===== config.mk =====
export PLATFORM = sky130hd
export DESIGN_NAME = ardl_div
export DESIGN_NICKNAME = d
export VERILOG_FILES = /design/src/rtl/ardl_pkg.sv /design/src/rtl/ardl_div.sv
export SDC_FILE = /design/constraint.sdc
export NUM_CORES = 1
export LEC_CHECK = 0
export BUFFER_PORTS_ARGS = -buffer_cell sky130_fd_sc_hd__buf_4
export CORE_ASPECT_RATIO = 0.7
export CORE_MARGIN = 10
export CORE_UTILIZATION = 50
export DETAILED_ROUTE_END_ITERATION = 8
export PLACE_DENSITY = 0.74
export SLEW_MARGIN = 20
export SYNTH_ARGS = -nofsm -noshare
export SYNTH_HDL_FRONTEND = slang
export SYNTH_SLANG_ARGS = --single-unit

===== constraint.sdc =====
create_clock -name clk -period 4.5 [get_ports clk]
set_input_delay 0.225 -clock clk [delete_from_list [all_inputs] [get_ports clk]]
set_output_delay 0.225 -clock clk [all_outputs]
set_load 0.01 [all_outputs]

===== src/rtl/ardl_pkg.sv =====
// Package for the adaptive ratio distortion lowpass core.
// Holds widths, constants, register indexes and the divider control struct; no dependencies.
package ardl_pkg;
	localparam int SampleBits    = 24;
	localparam int LevelFracBits = 20;
	localparam int GainFrac      = 14;
	localparam int CoefFrac      = 30;
	localparam int KHold         = 59638;
	localparam int KRatio        = 5898;
	localparam int DivBits       = 64;

	typedef enum logic [2:0] {
		REG_IN_GAIN  = 3'd0,
		REG_OUT_GAIN = 3'd1,
		REG_DRIVE    = 3'd2,
		REG_B0       = 3'd3,
		REG_B1       = 3'd4,
		REG_B2       = 3'd5,
		REG_A1       = 3'd6,
		REG_A2       = 3'd7
	} reg_idx_t;

	typedef struct packed {
		logic start;
		logic busy;
		logic done;
	} div_ctl_t;
endpackage


===== src/rtl/ardl_div.sv =====
// Shared restoring divider for the level core: one quotient bit per cycle.
// Depends on ardl_pkg. Division by zero returns all ones, or zero for zero dividend.
module ardl_div
	import ardl_pkg::*;
(
	input  logic               clk,
	input  logic               arst_n,
	input  logic               start,
	input  logic [DivBits-1:0] num,
	input  logic [DivBits-1:0] den,
	output div_ctl_t           ctl,
	output logic [DivBits-1:0] quo
);
	logic [DivBits-1:0] rem_q;
	logic [DivBits-1:0] quo_q;
	logic [DivBits-1:0] den_q;
	logic [6:0]         cnt_q;
	logic               busy_q;
	logic               done_q;
	logic [DivBits:0]   trial;
	logic [DivBits:0]   diff;

	// Shift in the next dividend bit and try a subtract
	assign trial = {rem_q, quo_q[DivBits-1]};
	assign diff  = trial - {1'b0, den_q};

	always_ff @(posedge clk or negedge arst_n) begin
		if (!arst_n) begin
			busy_q <= 1'b0;
			done_q <= 1'b0;
			cnt_q  <= '0;
		end else begin
			done_q <= 1'b0;
			if (start) begin
				busy_q <= 1'b1;
				cnt_q  <= 7'(DivBits);
				rem_q  <= '0;
				quo_q  <= num;
				den_q  <= den;
			end else if (busy_q) begin
				if (den_q == '0) begin
					quo_q  <= (quo_q == '0) ? '0 : '1;
					busy_q <= 1'b0;
					done_q <= 1'b1;
				end else begin
					if (!diff[DivBits]) rem_q <= diff[DivBits-1:0];
					else rem_q <= trial[DivBits-1:0];
					quo_q <= {quo_q[DivBits-2:0], ~diff[DivBits]};
					cnt_q <= cnt_q - 7'd1;
					if (cnt_q == 7'd1) begin
						busy_q <= 1'b0;
						done_q <= 1'b1;
					end
				end
			end
		end
	end

	assign quo = quo_q;
	assign ctl = '{start: start, busy: busy_q, done: done_q};

`ifndef SYNTHESIS
	a_no_restart: assert property (@(posedge clk) disable iff (!arst_n)
		busy_q |-> !start) else $error("divider restarted while busy");
	a_done_ends: assert property (@(posedge clk) disable iff (!arst_n)
		done_q |-> !busy_q) else $error("divider done while busy");
	a_start_busy: assert property (@(posedge clk) disable iff (!arst_n)
		start |=> busy_q) else $error("divider did not start");
`endif
endmodule


# --- Word-level counts from Yosys, hierarchy flattened ---
# Cells that the tools add are included.
classes:
  n_addsub: 2
  eq_ne: 2
  n_mux: 18
  bitwise: 1
  reduce_logical: 6
ops:
  columns: ["cell", "n"]
  rows:
  - ["$mux W64", 7]
  - ["$logic_not A64 Y1", 2]
  - ["$sub A65 B64 Y65", 1]
  - ["$mux W7", 3]
  - ["$mux W1", 8]
  - ["$eq A7 B1 Y1 const B", 1]
  - ["$sub A7 B1 Y7 const B", 1]
  - ["$reduce_and A2 Y1", 3]
  - ["$ne A2 B2 Y1 const B", 1]
  - ["$reduce_bool A2 Y1", 1]
  - ["$not A1 Y1", 1]
word_totals:
  register_bits: 201
  inputBits: 131
  out_inout_bits: 67
  wordCells: 35

# --- Depth between registers and ports, before layout ---
depth:
  word_depth: 5
  depth_mapped: 16
  mapped_depth_nobuf: 14

# --- Worst setup path after synthesis ---
# Ideal clock, no wire load.
synth_path:
  kind: "flip-flop to flip-flop"
  startpoint: "register quo_q[63] (netlist: quo[63])"
  endpoint: "register rem_q[19], data pin"
  setup_ps: 266
  t_arrival_ps: 3020
  t_required_ps: 4234
  path_slack_ps: 1214
  path_stages_with_launch: 16
  path_buffers: 2
  synth_period_minus_slack_ps: 3286
  path_cell_list: "edfxtp_1 > inv_1 > ha_1 > fa_1 > nand2b_1 > a21oi_1 > o211ai_1 > nand3_1 > a221o_1 > a211o_1 > a21oi_2 > xor2_2 > buf_4 > buf_4 > mux2i_1 > o21ai_1"
synth_between:
  elab_chain_cells: 4
synth_lines:
  columns: ["element", "line_no", "text"]
  rows:
  - ["from (decl)", "ardl_div.sv:15", "logic [DivBits-1:0] quo_q;"]
  - ["from (signal assigned)", "ardl_div.sv:38", "quo_q <= num;"]
  - ["from (signal assigned)", "ardl_div.sv:42", "quo_q <= (quo_q == '0) ? '0 : '1;"]
  - ["from (signal assigned)", "ardl_div.sv:48", "quo_q <= {quo_q[DivBits-2:0], ~diff[DivBits]};"]
  - ["$sub A65 B64 Y65", "ardl_div.sv:25", "assign diff = trial - {1'b0, den_q};"]
  - ["$mux W64", "ardl_div.sv:46", "if (!diff[DivBits]) rem_q <= diff[DivBits-1:0];"]
  - ["$mux W64", "ardl_div.sv:41", "if (den_q == '0) begin"]
  - ["$mux W64", "ardl_div.sv:40", "end else if (busy_q) begin"]
  - ["to (signal assigned)", "ardl_div.sv:46", null]
  - ["to (signal assigned)", "ardl_div.sv:47", "else rem_q <= trial[DivBits-1:0];"]
  - ["to (decl)", "ardl_div.sv:14", "logic [DivBits-1:0] rem_q;"]
# No other way between the ends.
# A chain may end at the register's enable or synchronous reset.

# --- Worst setup path in the final report ---
layout_path:
  startpoint: "register quo_q[63] (netlist: quo[63])"
  endpoint: "register rem_q[33], data pin"
# The elaborated chain is that of the path after synthesis.

==> results.sh <==
export IMPL_status="finished, final reports clean"
export IMPL_cts_root_buf="clkbuf_16"
export IMPL_synth_seq_cells=201
export IMPL_hpwl_mm=28.6
export IMPL_postCtsHoldBufs=65
export IMPL_yosysSeqAreaShare_pct=47.4
export IMPL_setup_ws_ns=0.306
export IMPL_cpPeakStageDelay_ns=0.48
export IMPL_path_class="reg2reg"
export IMPL_fp_row_count=48
export IMPL_yosys_warnings=0
export IMPL_worstPathRequired_ns=4.76
export IMPL_end_kind="register"
export IMPL_grt_max_degree=77
export IMPL_dp_cells=1829
export IMPL_p_total_w=0.00807
export IMPL_route_detailed_drc=0
export IMPL_worstPathArrival_ns=4.45
export IMPL_syn_num_nets=1551
export IMPL_wl_per_cell_um=20.1
export IMPL_final_common_cell="buf_4"
export IMPL_synthSimpleGateAreaFrac_pct=17.1
export IMPL_floorplan_initialDensity_pct=51.1
export IMPL_setup_viol=0
export IMPL_crit_path_frequent_cell="a21oi_1"
export IMPL_path_clk_slew_ns=0.06
export IMPL_crit_start="quo[63]$_DFFE_PP_"
export IMPL_final_cells=1935
export IMPL_fmax_mhz=238
export IMPL_maxCapViolCount=0
export IMPL_ys_flop_type="edfxtp_1"
export IMPL_crit_end="rem_q[33]$_SDFFCE_PP0P_"
export IMPL_core_area_um2=24700
export IMPL_dieHeight_um=153
export IMPL_hold_class="in2reg"
export IMPL_via_count=11400
export IMPL_yosysUniqueCellTypes=58
export IMPL_synth_compound_area_share_pct=19.4
export IMPL_synth_top_family_by_area="compound AO/OA/AOI/OAI gates"
export IMPL_port_buffers=197
export IMPL_synth_edf_count=192
export IMPL_worstPathMaxFanout=31
export IMPL_start_kind="register"
export IMPL_reg2reg_setup_slack_ns=0.31
export IMPL_grt_overflow=0
export IMPL_layout_common_cells="buf_4 (215), edfxtp_1 (192), nand2_1 (176)"
export IMPL_syn_to_final_growth_pct=25.1
export IMPL_drt_iter0_markers=1188
export IMPL_cellPowerDensity_nw_per_um2=511
export IMPL_insertion_delay_ns=0.52
export IMPL_num_io_pins=198
export IMPL_track_usage_pct=22.9
export IMPL_die_area_um2=32100
export IMPL_timing_slew_headroom_pct=33.2
export IMPL_synthMuxAreaShare_pct=0.238
export IMPL_crit_slowest_cell="a221o_1"
export IMPL_fin_crit_sh_pct=93.2
export IMPL_finClkSkew_ns=0.0118
export IMPL_hold_violations=0
export IMPL_antenna_found_initial=1
export IMPL_syn_instance_count=1353
export IMPL_p_leak_nw=6.60
export IMPL_die_w_um=210
export IMPL_post_synth_xor_area_fraction_pct=4.49
export IMPL_synth_area_um2=12600
export IMPL_nets=1791
export IMPL_cts_buffers=22
export IMPL_place_gp_congestion=0.943
export IMPL_first_global_vias=10800
export IMPL_cts_resized=0
export IMPL_worstMarginPinSlew_ns=1.00
export IMPL_slew_violations=0
export IMPL_drive_gt1_share_pct=16.0
export IMPL_clk_path_buf_depth=3
export IMPL_pre_cts_ws_ns=0.422
export IMPL_min_period_ns=4.19
export IMPL_ant_nets=0
export IMPL_syn_area_per_cell_um2=9.34
export IMPL_rsz0062_at_grt="no"
export IMPL_cts_tree="done"
export IMPL_drt_total_wl_mm=38.9
export IMPL_worstRegToRegCells=15
export IMPL_crit_chain="inv_1 > ha_1 > fa_1 > nand2b_1 > a21oi_1 > o211ai_1 > nand3_1 > a221o_1 > a211o_1 > a21oi_2 > xor2_4 > buf_4 > nor2_1 > a21oi_1 > o21ai_1"
export IMPL_first_pass_iters=5
export IMPL_async_flop_share_pct=4.48
export IMPL_synthAdderAreaFrac_pct=6.69
export IMPL_grt_first_pass_wirelength_mm=60.6
export IMPL_timing_rr_start="quo[63]$_DFFE_PP_"
export IMPL_clock_sinks=201
export IMPL_peakVddDrop_uv=338
export IMPL_htreeDepth=1
export IMPL_via_per_inst=5.88
export IMPL_fin_tns_setup_ns=0
export IMPL_crit_reg2reg_capture="rem_q[33]$_SDFFCE_PP0P_"
export IMPL_cts_setup_buffers=0
-- critical path, delay by kind of cell (launching register included) --
kind	cells	cell delay, ns
AOI/OAI and AO/OA	7	1.79
xor gates and xnor gates	1	0.33
DFF	1	0.43
buffers and inverters	2	0.44
and+or+nand+nor	3	0.52
adders and majority gates	2	0.43
-- Yosys cell counts (11+ instances only) --
| master | instances | area, um^2 |
|---|---|---|
| xor2_1 | 29 | 254 |
| edfxtp_1 | 192 | 5770 |
| clkbuf_1 | 50 | 188 |
| nand4_1 | 21 | 131 |
| nor3_1 | 20 | 100 |
| nand2_1 | 177 | 664 |
| ha_1 | 66 | 826 |
| o21bai_1 | 13 | 97.6 |
| o21ai_0 | 63 | 315 |
| nor2_1 | 96 | 360 |
| o211ai_1 | 11 | 82.6 |
| a21oi_1 | 175 | 876 |
| nor2b_1 | 68 | 425 |
| nor4_1 | 37 | 231 |
| o21ai_1 | 39 | 195 |
| xnor2_1 | 34 | 298 |
| inv_1 | 81 | 304 |
| a21o_1 | 32 | 240 |
-- cell type report --
cell class / count / area, um^2
clock buffer: 28 / 573
sequential: 201 / 5990
antenna: 1 / 2.50
fill: 2063 / 8930
inverter: 81 / 304
tap: 325 / 407
multi-input combinational: 1005 / 6090
timing repair buffer: 282 / 2300
clock inverter: 12 / 141
-- layer usage --
layer | wire length, um | global-route usage, %
met2 | 16900 | 33.8
met1 | 17700 | 33.4
met3 | 3370 | 4.70
met4 | 916 | 5.74
met5 | 13 | 0
-- how the worst min path moves through the flow --
stage | cells past startpoint | endpoint | slack (ns) | startpoint
6_report | 3 | quo[47]$_DFFE_PP_ | 0.02 | num[47]
3_3_place_gp | 1 | busy_q$_DFF_PN0_ | 0.05 | arst_n
3_5_place_dp | 1 | busy_q$_DFF_PN0_ | 0.05 | arst_n
4_1_cts | 3 | quo[46]$_DFFE_PP_ | 0.007 | num[46]
5_1_grt | 3 | quo[33]$_DFFE_PP_ | 0.01 | num[33]
2_1_floorplan | 0 | busy_q$_DFF_PN0_ | -0.07 | arst_n
-- cell families after synthesis --
group           Yosys count
xor+xnor                 64
fa+ha+maj                67
flops                   201
buf+inv                 147
mux                       3
compound gates          413
simple gates            458
-- registers in the layout, indices dropped and copies added, names as in the netlist --
name	count
done_q	1
rem_q	64
cnt_q	7
den_q	64
busy_q	1
quo	64
-- stage by stage --
step	util (%)	hold WS [ns]	area, um^2
5_1_grt	63.9	0.0132	15800
3_5_place_dp	58.4	0.0461	14400
3_3_place_gp	58.4	0.0464	14400
4_1_cts	63.9	0.00670	15800
6_report	63.9	0.0199	15800
2_1_floorplan	-	-0.0706	12600
-- where the power goes --
| part | total, W | switching (W) | leakage [nW] | internal, W |
|---|---|---|---|---|
| Combinational | 0.00347 | 0.00206 | 4.28 | 0.00141 |
| Clock | 0.00184 | 0.000763 | 0.341 | 0.00107 |
| Sequential | 0.00277 | 0.000285 | 1.98 | 0.00248 |
No activity file was read; power rests on OpenSTA's default activity.
